File: config.mk
export PLATFORM = sky130hd
export DESIGN_NAME = wait_for_graph_deadlock_detector_flat
export DESIGN_NICKNAME = d
export VERILOG_FILES = /design/src/rtl/wfgdd_pkg.sv /design/src/rtl/wfgdd_in_if.sv /design/src/rtl/wfgdd_out_if.sv /design/src/rtl/wait_for_graph_deadlock_detector.sv /design/src/flat_wrapper.sv
export SDC_FILE = /design/constraint.sdc
export NUM_CORES = 1
export LEC_CHECK = 0
export ABC_AREA = 1
export BUFFER_PORTS_ARGS = -buffer_cell sky130_fd_sc_hd__clkbuf_2
export CORE_MARGIN = 3
export CORE_UTILIZATION = 30
export CTS_CLUSTER_SIZE = 25
export DETAILED_ROUTE_END_ITERATION = 6
export SYNTH_ARGS = -nofsm -noshare
export SYNTH_HDL_FRONTEND = slang
export SYNTH_SLANG_ARGS = --single-unit
File: constraint.sdc
create_clock -name clk -period 4.2 [get_ports clk]
set_input_delay 0.63 -clock clk [delete_from_list [all_inputs] [get_ports clk]]
set_output_delay 0.63 -clock clk [all_outputs]
set_load 0.1 [all_outputs]
File: src/rtl/wfgdd_pkg.sv
`timescale 1ns / 1ps

package wfgdd_pkg;

	// Default number of graph nodes, and the fixed width of a node index field.
	localparam int NODES_DEF  = 16;
	localparam int NODE_IDX_W = 4;
	localparam int ACTION_W   = 2;

	// Update actions carried in the action field of an input beat.
	typedef enum logic [ACTION_W-1:0] {
		ACT_ADD_NODE = 2'd0,
		ACT_ADD_EDGE = 2'd1,
		ACT_DEL_EDGE = 2'd2,
		ACT_NONE     = 2'd3
	} action_t;

endpackage

File: src/rtl/wfgdd_in_if.sv
`timescale 1ns / 1ps

interface wfgdd_in_if;
	import wfgdd_pkg::*;

	logic                  valid;
	logic                  ready;
	logic [ACTION_W-1:0]   action;
	logic [NODE_IDX_W-1:0] from_node;
	logic [NODE_IDX_W-1:0] to_node;

	modport source (output valid, output action, output from_node, output to_node,
		input ready);
	modport sink (input valid, input action, input from_node, input to_node,
		output ready);
endinterface

File: src/rtl/wfgdd_out_if.sv
`timescale 1ns / 1ps

interface wfgdd_out_if;
	logic valid;
	logic ready;
	logic status;
	logic deadlock;

	modport source (output valid, output status, output deadlock, input ready);
	modport sink (input valid, input status, input deadlock, output ready);
endinterface

File: src/rtl/wait_for_graph_deadlock_detector.sv
`timescale 1ns / 1ps

// Channel | Direction | Beat contents
// --------+-----------+------------------------------------------------
// req     | in        | action, from_node, to_node (one graph update)
// rsp     | out       | status, deadlock (one result per update)
//
// An update is applied in the cycle its beat is accepted; the cycle check then
// peels sink nodes, one pass of all adjacency rows per cycle, for at most NODES
// passes, and the done state loads the result register once that register is free.
// The peel loop sets the rate; req is not ready while a check is running.
// Reset clears the node set, the adjacency matrix and all control state at once.
// A stalled rsp holds its beat; a finished check waits until the register frees.

module wait_for_graph_deadlock_detector #(
	parameter int NODES = wfgdd_pkg::NODES_DEF
) (
	input logic         clk,
	input logic         arst_n,
	wfgdd_in_if.sink    req,
	wfgdd_out_if.source rsp
);
	import wfgdd_pkg::*;

	localparam int PASS_W = (NODES > 1) ? $clog2(NODES) : 1;

	typedef enum logic [2:0] {
		ST_IDLE = 3'b001,
		ST_PEEL = 3'b010,
		ST_DONE = 3'b100
	} state_t;

	state_t                  state_q;
	logic [NODES-1:0]        present_q;
	logic [NODES-1:0]        rows_q [NODES];
	logic [NODES-1:0]        alive_q;
	logic [PASS_W-1:0]       pass_q;
	logic                    status_q;
	logic                    out_valid_q;
	logic                    out_status_q;
	logic                    out_deadlock_q;

	logic                    accept;
	logic                    slot_free;
	logic [NODES-1:0]        from_bit;
	logic [NODES-1:0]        to_bit;
	logic                    from_here;
	logic                    to_here;
	logic [NODES-1:0]        present_nxt;
	logic [NODES-1:0]        rows_nxt [NODES];
	logic                    status_nxt;
	logic [NODES-1:0]        keep;
	logic                    last_pass;

	assign accept    = req.valid && req.ready;
	assign req.ready = (state_q == ST_IDLE);
	assign slot_free = !out_valid_q || rsp.ready;

	assign rsp.valid    = out_valid_q;
	assign rsp.status   = out_status_q;
	assign rsp.deadlock = out_deadlock_q;

	// Decode the node indices; an index beyond the node count selects nothing.
	always_comb begin
		for (int i = 0; i < NODES; i++) begin
			from_bit[i] = (32'(req.from_node) == i);
			to_bit[i]   = (32'(req.to_node) == i);
		end
		from_here = |(present_q & from_bit);
		to_here   = |(present_q & to_bit);
	end

	// Next node set and adjacency rows for the update on the input beat.
	always_comb begin
		present_nxt = present_q;
		status_nxt  = 1'b0;
		for (int i = 0; i < NODES; i++) begin
			rows_nxt[i] = rows_q[i];
		end
		case (action_t'(req.action))
			ACT_ADD_NODE: begin
				if (from_bit == '0) begin
					status_nxt = 1'b1;
				end else begin
					present_nxt = present_q | from_bit;
				end
			end
			ACT_ADD_EDGE: begin
				if (from_here && to_here) begin
					for (int i = 0; i < NODES; i++) begin
						if (from_bit[i]) begin
							rows_nxt[i] = rows_q[i] | to_bit;
						end
					end
				end else begin
					status_nxt = 1'b1;
				end
			end
			ACT_DEL_EDGE: begin
				if (from_here) begin
					for (int i = 0; i < NODES; i++) begin
						if (from_bit[i]) begin
							rows_nxt[i] = rows_q[i] & ~to_bit;
						end
					end
				end else begin
					status_nxt = 1'b1;
				end
			end
			default: begin
				status_nxt = 1'b0;
			end
		endcase
	end

	// One peel pass: a node survives while it still has an edge into the live set.
	always_comb begin
		for (int i = 0; i < NODES; i++) begin
			keep[i] = alive_q[i] && (|(rows_q[i] & alive_q));
		end
		last_pass = (keep == alive_q) || (pass_q == PASS_W'(NODES - 1));
	end

	// Graph state is written only when an update beat is accepted.
	always_ff @(posedge clk or negedge arst_n) begin
		if (!arst_n) begin
			present_q <= '0;
			for (int i = 0; i < NODES; i++) begin
				rows_q[i] <= '0;
			end
		end else if (accept) begin
			present_q <= present_nxt;
			for (int i = 0; i < NODES; i++) begin
				rows_q[i] <= rows_nxt[i];
			end
		end
	end

	// Sequencer for the cycle check and the result register.
	always_ff @(posedge clk or negedge arst_n) begin
		if (!arst_n) begin
			state_q     <= ST_IDLE;
			alive_q     <= '0;
			pass_q      <= '0;
			status_q    <= 1'b0;
			out_valid_q <= 1'b0;
		end else begin
			// A taken beat empties the register unless a new one lands at once.
			if (out_valid_q && rsp.ready && (state_q != ST_DONE)) begin
				out_valid_q <= 1'b0;
			end
			case (state_q)
				ST_IDLE: begin
					if (accept) begin
						alive_q  <= present_nxt;
						pass_q   <= '0;
						status_q <= status_nxt;
						state_q  <= ST_PEEL;
					end
				end
				ST_PEEL: begin
					alive_q <= keep;
					pass_q  <= pass_q + PASS_W'(1);
					if (last_pass) begin
						state_q <= ST_DONE;
					end
				end
				ST_DONE: begin
					if (slot_free) begin
						out_valid_q <= 1'b1;
						state_q     <= ST_IDLE;
					end
				end
				default: begin
					state_q <= ST_IDLE;
				end
			endcase
		end
	end

	// Result payload, loaded as the check hands over its beat.
	always_ff @(posedge clk) begin
		if (state_q == ST_DONE && slot_free) begin
			out_status_q   <= status_q;
			out_deadlock_q <= |alive_q;
		end
	end

`ifndef SYNTHESIS
	// An accepted update always starts a cycle check.
	assert property (@(posedge clk) disable iff (!arst_n)
		accept |=> (state_q == ST_PEEL))
		else $error("cycle check did not start after an update");

	// The pass counter never runs past the last pass.
	assert property (@(posedge clk) disable iff (!arst_n)
		(state_q == ST_PEEL) |-> (32'(pass_q) <= NODES - 1))
		else $error("peel pass counter overran");

	// The live set is always drawn from the nodes that exist.
	assert property (@(posedge clk) disable iff (!arst_n)
		(state_q == ST_PEEL) |-> ((alive_q & ~present_q) == '0))
		else $error("live set holds an absent node");

	// Peeling only ever removes nodes from the live set.
	assert property (@(posedge clk) disable iff (!arst_n)
		(state_q == ST_PEEL) |=> ((alive_q & ~$past(alive_q)) == '0))
		else $error("peel pass added a node to the live set");

	// A result is only offered after a check has finished.
	assert property (@(posedge clk) disable iff (!arst_n)
		$rose(out_valid_q) |-> ($past(state_q) == ST_DONE))
		else $error("result offered without a finished check");
`endif

endmodule
File: src/flat_wrapper.sv
// flat-port wrapper written by rule: the top's interface ports become plain ports
module wait_for_graph_deadlock_detector_flat import wfgdd_pkg::*;
#(
	parameter int NODES = wfgdd_pkg::NODES_DEF
)
  (clk, arst_n, req_valid, req_action, req_from_node, req_to_node, req_ready, rsp_valid, rsp_status, rsp_deadlock, rsp_ready);
  wfgdd_in_if req_i ();
  wfgdd_out_if rsp_i ();
  input logic clk;
  input logic arst_n;
  input wire logic [$bits(req_i.valid)-1:0] req_valid;
  input wire logic [$bits(req_i.action)-1:0] req_action;
  input wire logic [$bits(req_i.from_node)-1:0] req_from_node;
  input wire logic [$bits(req_i.to_node)-1:0] req_to_node;
  output wire logic [$bits(req_i.ready)-1:0] req_ready;
  output wire logic [$bits(rsp_i.valid)-1:0] rsp_valid;
  output wire logic [$bits(rsp_i.status)-1:0] rsp_status;
  output wire logic [$bits(rsp_i.deadlock)-1:0] rsp_deadlock;
  input wire logic [$bits(rsp_i.ready)-1:0] rsp_ready;
  assign req_i.valid = req_valid;
  assign req_i.action = req_action;
  assign req_i.from_node = req_from_node;
  assign req_i.to_node = req_to_node;
  assign req_ready = req_i.ready;
  assign rsp_valid = rsp_i.valid;
  assign rsp_status = rsp_i.status;
  assign rsp_deadlock = rsp_i.deadlock;
  assign rsp_i.ready = rsp_ready;
  wait_for_graph_deadlock_detector #(.NODES(NODES)) u_core (.clk(clk), .arst_n(arst_n), .req(req_i), .rsp(rsp_i));
endmodule
==> After elaboration in Yosys (flattened, before gate mapping) <==
Index checks and enable logic that the tools add are counted.
{ "word_totals": {"output_inout_bits": 4, "mem_bits_rw": 0, "in_bits": 14, "regBits": 299, "mem_bits_ro": 0, "latch_bits": 0, "memories": 0} }
{ "classes": {"addsub": 1, "eq_ne": 75, "bitwise": 52, "div_mod_pow": 0, "n_shift": 0, "n_reduce_logical": 68, "n_mux": 52, "mul": 0, "magnitude_cmp": 0} }
{ "ops": {"columns": ["cell", "count"], "rows": [
  ["2-to-1 mux 16 bit", 35],
  ["AND 16 bit", 34],
  ["2-to-1 mux 256 bit", 2],
  ["one-hot mux 256 bit (2 select lines)", 1],
  ["OR reduction 16 bit", 19],
  ["bitwise OR 16 bit", 17],
  ["AND reduction 6 bit", 16],
  ["inequality test 2 x 1 -> 1 bit, second input constant", 36],
  ["== test 4 bit, second input constant", 17],
  ["== test 4 x 3 -> 1 bit, second input constant", 8],
  ["one-hot mux 16 bit (2 select lines)", 1],
  ["logical AND 1 bit", 21],
  ["== test 16 bit", 1],
  ["== test 4 x 2 -> 1 bit, second input constant", 4],
  ["zero test 16 bit", 1],
  ["inverter 16 bit", 1],
  ["2-to-1 mux 3 bit", 3],
  ["one-hot mux 3 bit (3 select lines)", 1],
  ["== test 4 x 1 -> 1 bit, second input constant", 2],
  ["zero test 4 bit", 2],
  ["one-hot mux 4 bit (2 select lines)", 1],
  ["2-to-1 mux 1 bit", 6],
  ["adder 4 x 1 -> 4 bit, second input constant", 1],
  ["2-to-1 mux 4 bit", 1],
  ["other kinds (14)", 17]
]} }

==> Logic depth before layout (Yosys ltp) <==
Gate-level depths: netlist of run 1.
{ "depth": {"ltp_word": 7, "mapped_depth": 16} }

==> Worst setup path after synthesis of run 1 <==
Ideal clock, no wire load.
{ "synth_path": {"path_type": "register to register", "start": "register u_core.state_q[0]", "end": "register with a tool-made name", "path_stages_with_launch": 12, "setup_time_ns": 0.117, "path_slack_ns": 0.887, "period_less_slack_ns": 3.313, "required_ns": 4.083, "arrival_ns": 3.196, "path_cell_list": "dfstp_2 -> inv_1 -> nor3_2 -> nand2_2 -> inv_1 -> nand2_2 -> buf_2 -> nor2_1 -> clkbuf_1 -> nand3_1 -> nand2_1 -> nand2_1"} }
{ "synth_lines": {"columns": ["element", "line", "text"], "rows": [
  ["start: declaration", "wait_for_graph_deadlock_detector.sv:33", "state_t state_q;"],
  ["start signal: assignment", "wait_for_graph_deadlock_detector.sv:142", "state_q <= ST_IDLE;"],
  ["start signal: assignment", "wait_for_graph_deadlock_detector.sv:158", "state_q <= ST_PEEL;"],
  ["start signal: assignment", "wait_for_graph_deadlock_detector.sv:165", "state_q <= ST_DONE;"]
]} }

==> results.tsv, run 1 <==
stage	metric	value	unit
status	status	completed	
synth	synth_compound_area_share	2.40	%
power	ir_worst_vdd	0.255	mV
grt	grt-busiest-layer	met2	
layout	drive_gt1_share	7.81	%
floorplan	die_h	241	µm
placement	dp_hpwl	30.4	mm
synth	synth_seq_cells	299	
synth	post-synth-top-area-cell	dfrtp_1	
layout	fill_cells	5675	
layout	multiInputGateArea	8060	µm²
grt	grt-ovfl-total	0	
setup_path	endpoint_kind	flop	
sta	setup_viol	0	
sta	fmax	358	MHz
clock_network	postCtsSetupRepairBufs	0	
power	powerDensity	576	nW/µm²
grt	grt_pass1_wl	81.3	mm
placement	globalplace.congestion	0.894	
power	leakagePower	0.00929	µW
sta	final_max_slew_viol_count	0	
synth	avgSynthCellArea	7.00	µm²
synth	synth_top_cell_area_share	44.7	%
clock_network	cts_root_buffer	clkbuf_16	
synth	synthesis.nets	2388	
synth	ys_seq_area_share	45.2	%
placement	placed_area	17200	µm²
sta	rsz0062_at_grt	no	
sta	slew-limit-headroom	17.8	%
synth	synth_async_sr_flop_share	99.3	%
grt	grt_max_degree	122	
grt	antenna_found_initial	2	
sta	hold_slack	0.184	ns
layout	mostFrequentLayoutCell	nand2_1	
clock_network	cts_tree	done	
clock_network	ctsHoldBuffers	0	
floorplan	start_util	30.6	%
synth	synth_cell_types	29	
synth	muxShareOfSynthArea	0	%
synth	synthCells	2369	
detailed_routing	drc_errors	0	
floorplan	num_rows	85	
detailed_routing	drtIter0Drc	1703	
clock_network	clk_latency	0.55	ns
synth	syn_area	16600	µm²
synth	synthAdderAreaFrac	0.377	%
detailed_routing	drtPass1Iterations	5	
grt	grt_pass1_vias	14200	
floorplan	die_w	241	µm
clock_network	htreeDepth	2	
layout	final_core_util	33.9	%
sta	hold_viol_final	0	
setup_path	cp_max_fo	17	
floorplan	ios	18	
grt	met2_usage	26.4	%
layout	nets	2272	
floorplan	core_area	54200	µm²
grt	grt_util_met3	3.03	%
layout	mostFrequentLayoutCells	nand2_1, dfrtp_1, nand3_1	
clock_network	ctsResizeCount	0	
detailed_routing	drt-wirelength-per-cell	17.2	µm
sta	period_needed	2.79	ns
synth	yosysWarningCount	0	
synth	synth_top_family_by_area	simple AND/OR/NAND/NOR gates	
synth	synth_xor_area_share	0.0528	%
clock_network	numCtsBuffers	36	
placement	io_buffer_count	17	
setup_path	cp.required	4.62	ns
worst_hold_path	min_path_type	in2async	
detailed_routing	postRouteAntennaNets	0	
floorplan	dieArea	58100	µm²
synth	synth_edf_count	2	
synth	synthTopCellsByArea	dfrtp_1, nand2_1, nand4_1, nand3_1, clkbuf_1	
run	cap_viol_max_count	0	
sta	setup_tns	0	ns
detailed_routing	vias	16000	
layout	regArea	7490	µm²
detailed_routing	viasPerCell	5.38	
grt	use_met1	25.4	%
layout	syn_to_final_growth	11.0	%
power	total_power	10600	µW
clock_network	clock_path_buffers	3	
grt	grt_usage	17.5	%
detailed_routing	postRouteWirelength	51.3	mm
sta	max_slew.worst_pin.slew	1.23	ns
sta	post-route-period-util	66.5	%
sta	skew	0.0220	ns
clock_network	path_clk_slew	0.06	ns
synth	synthSimpleGateAreaFrac	45.3	%
setup_path	crit_type	reg2reg	
layout	final_cell_area	18400	µm²
setup_path	start_kind	flop	
setup_path	arrival	3.21	ns
synth	ys.flop_type	dfrtp_1	
clock_network	clock_sinks	299	
per-stage QoR:
step           instances  setup WS [ns]
5_1_grt             2977           1.19
4_1_cts             2975           1.44
6_report            2977           1.41
3_5_place_dp        2911          0.931
2_1_floorplan       2369          0.887
3_3_place_gp        2911           1.01
per-layer routing:
metal	up-vias	part of all wire, %	wire length, µm
li1	7580	-	-
met2	629	44	22500
met1	7709	45	23200
met3	95	7.6	3900
met4	0	3.3	1680
met5	-	0	0
synth_stat cells (2+ instances only):
cell type / n
dfrtp_1: 296
clkbuf_1: 153
buf_2: 58
a21oi_1: 25
edfxtp_1: 2
o21ai_0: 20
buf_4: 4
inv_2: 2
nand2_2: 3
a31o_2: 15
nor4_1: 4
nand3_1: 272
nand2_1: 1038
nor3_1: 5
o22ai_1: 3
nand4_1: 260
nor2_1: 141
inv_1: 48
buf_1: 6
ha_1: 5
power by group:
group | total (µW) | switching (µW) | internal (µW) | leakage [µW]
registers | 4560 | 953 | 3610 | 0.00396
clock network | 3130 | 1300 | 1830 | 0.000592
logic | 2910 | 2010 | 896 | 0.00474
path summary, 6_finish.rpt:
path | startpoint | end | slack [ns] | cells past startpoint
min | arst_n | asynchronous set/reset pin | 0.18 | 1
min reg2reg | flop | flop | 0.47 | 2
max | u_core.state_q[0]$_DFFE_PN1P_ | flop | 1.41 | 10
min in group clk | rsp_ready | u_core.rsp.valid$_DFF_PN0_ | 0.31 | 2
max reg2reg | u_core.state_q[0]$_DFFE_PN1P_ | flop | 1.41 | 10
max in group asynchronous | arst_n | asynchronous set/reset pin | 2.85 | 2
final cells by class:
| cell class | instances | share of cell area, % |
|---|---|---|
| Antenna cell | 2 | 0.0272 |
| Inverter | 51 | 1.07 |
| Tap cell | 696 | 4.73 |
| Multi-Input combinational cell | 1798 | 43.8 |
| Clock buffer | 51 | 5.75 |
| Sequential cell | 299 | 40.7 |
| Timing Repair Buffer | 67 | 3.17 |
| Clock inverter | 13 | 0.673 |
worst max-delay path, cell delays in order (launching register included):
cell and delay [ns]:
dfstp_2 0.52, inv_1 0.05, nor3_2 0.20, nand2_2 0.08
inv_1 0.13, nand2_2 0.29, nor2_2 0.77, buf_4 0.36
nand3_1 0.10, nand2_1 0.10, nand2_1 0.05
cell families after synthesis:
kind of cell,Yosys count
xor gates and xnor gates,1
adders and majority gates,5
buffers and inverters,272
AOI/OAI and AO/OA,66
DFF,299
and+or+nand+nor,1726
(Power assumes the default switching activity.)
==> run 2, diff against run 1 <==
clock period = 2.64 ns   (was 4.2 ns; I/O delays follow)
==> results.tsv, run 2 (synthesized netlist as in run 1, its figures left out) <==
stage	metric	value	unit
floorplan	num_rows	85	
grt	grt-ovfl-total	0	
sta	final_max_slew_viol_count	0	
grt	grt_usage	18.0	%
layout	mostFrequentLayoutCells	nand2_1, dfrtp_1, nand3_1	
detailed_routing	drc_errors	0	
setup_path	r2r_start	u_core.alive_q[0]$_DFFE_PN0P_	
sta	setup_viol	0	
layout	final_cell_area	19000	µm²
grt	grt_max_degree	71	
clock_network	numCtsBuffers	35	
power	leakagePower	0.00962	µW
clock_network	htreeDepth	2	
grt	grt_pass1_vias	15000	
layout	nets	2323	
detailed_routing	drt-wirelength-per-cell	17.3	µm
detailed_routing	postRouteWirelength	52.3	mm
sta	hold_viol_final	0	
placement	io_buffer_count	17	
floorplan	ios	18	
grt	antenna_found_initial	0	
grt	grt_pass1_wl	84.0	mm
detailed_routing	viasPerCell	5.35	
clock_network	cts_root_buffer	clkbuf_16	
sta	fmax	420	MHz
setup_path	cp.required	3.11	ns
sta	setup_tns	0	ns
floorplan	die_h	241	µm
grt	grt-busiest-layer	met2	
grt	use_met1	26.2	%
grt	met2_usage	26.9	%
sta	slew-limit-headroom	47.8	%
status	status	completed	
sta	max_slew.worst_pin.slew	0.783	ns
layout	syn_to_final_growth	14.8	%
setup_path	startpoint	u_core.alive_q[0]$_DFFE_PN0P_	
detailed_routing	drtPass1Iterations	6	
clock_network	path_clk_slew	0.06	ns
worst_hold_path	hp-start	rsp_ready	
floorplan	start_util	30.6	%
sta	rsz0062_at_grt	no	
floorplan	core_area	54200	µm²
sta	post-route-period-util	90.3	%
grt	grt_util_met3	2.74	%
sta	skew	0.0123	ns
clock_network	cts_tree	done	
sta	period_needed	2.38	ns
layout	drive_gt1_share	9.82	%
layout	final_core_util	35.1	%
layout	num_antenna_cells	0	
setup_path	cp_max_fo	14	
clock_network	clk_latency	0.54	ns
detailed_routing	postRouteAntennaNets	0	
setup_path	arrival	2.85	ns
power	powerDensity	916	nW/µm²
layout	mostFrequentLayoutCell	nand2_1	
placement	placed_area	17800	µm²
clock_network	clock_sinks	299	
detailed_routing	vias	16200	
setup_path	crit_type	reg2reg	
placement	globalplace.congestion	0.909	
worst_hold_path	min_path_type	in2reg	
placement	dp_hpwl	32.5	mm
power	ir_worst_vdd	0.468	mV
run	cap_viol_max_count	0	
floorplan	dieArea	58100	µm²
setup_path	start_kind	flop	
floorplan	die_w	241	µm
detailed_routing	drtIter0Drc	1748	
setup_path	endpoint_kind	flop	
clock_network	clock_path_buffers	3	
[run 2: cell types whose count changed in the layout (fill, tap and decap cells not counted), sizes merged]
cell	delta
dlygate4sd3	+1
clkbuf	-1
clkinv	-2
diode	-2
bufinv	+2
buf	+51
inv	+1
[run 2: where the power goes]
group	internal [µW]	switching (µW)	leakage, µW
clock network	2980	2020	0.000585
registers	5760	1020	0.00396
logic	1820	3830	0.00508
total	10600	6870	0.00962
[run 2: worst paths after layout]
| kind | endpoint | slack (ns) | depth (start not counted) |
|---|---|---|---|
| worst max-delay path | u_core.state_q[2]$_DFFE_PN0P_ | 0.26 | 13 |
| worst min-delay path | u_core.rsp.valid$_DFF_PN0_ | 0.07 | 2 |
| worst max register to register | u_core.state_q[2]$_DFFE_PN0P_ | 0.26 | 13 |
| worst min register to register | flop | 0.47 | 2 |
| max in group asynchronous | asynchronous set/reset pin | 1.43 | 3 |
| min in group asynchronous | asynchronous set/reset pin | 0.46 | 2 |
[run 2: metrics by stage]
step           power (µW)  setup WS, ns  instances  hold slack (ns)
3_3_place_gp        12300         0.168       2962            0.441
5_1_grt             18500        0.0676       3027           0.0573
3_5_place_dp        12400         0.108       2962            0.443
2_1_floorplan       10100       -0.0225       2369            0.100
6_report            17400         0.257       3027           0.0692
4_1_cts             17500         0.264       3027           0.0489
[run 2: cell type report]
type | instances | area (µm²)
Clock buffer | 50 | 1010
Timing Repair Buffer | 119 | 1180
Multi-Input combinational cell | 1798 | 8120
Sequential cell | 299 | 7490
Tap cell | 696 | 871
Inverter | 51 | 196
Fill cell | 5639 | 35200
Clock inverter | 14 | 160
[run 2: what timing repair did]
action                     4_1_cts  5_1_grt
hold endpoints to repair        62        0
hold buffers                     1        0
gates resized for setup          0        1
setup buffers                    0        0
setup endpoints to repair        0        1
[run 2: critical path, stage by stage, from the launching register on]
cell and delay (ns):
dfrtp_1 0.85, buf_4 0.27, nand2_1 0.06, nand2_1 0.06, nor2_1 0.05, nand2_1 0.12, nor2_1 0.08, nand2_1 0.06
nand2_1 0.06, nor2_1 0.08, nand2_1 0.09, o21ai_0 0.32, nand3_1 0.13, nand2_1 0.09
[run 2: metal layers]
metal  share of wire (%)  wire length (µm)
met1                  47             24400
met2                  43             22700
met3                 6.4              3320
met4                 3.5              1850
met5                   0                 0
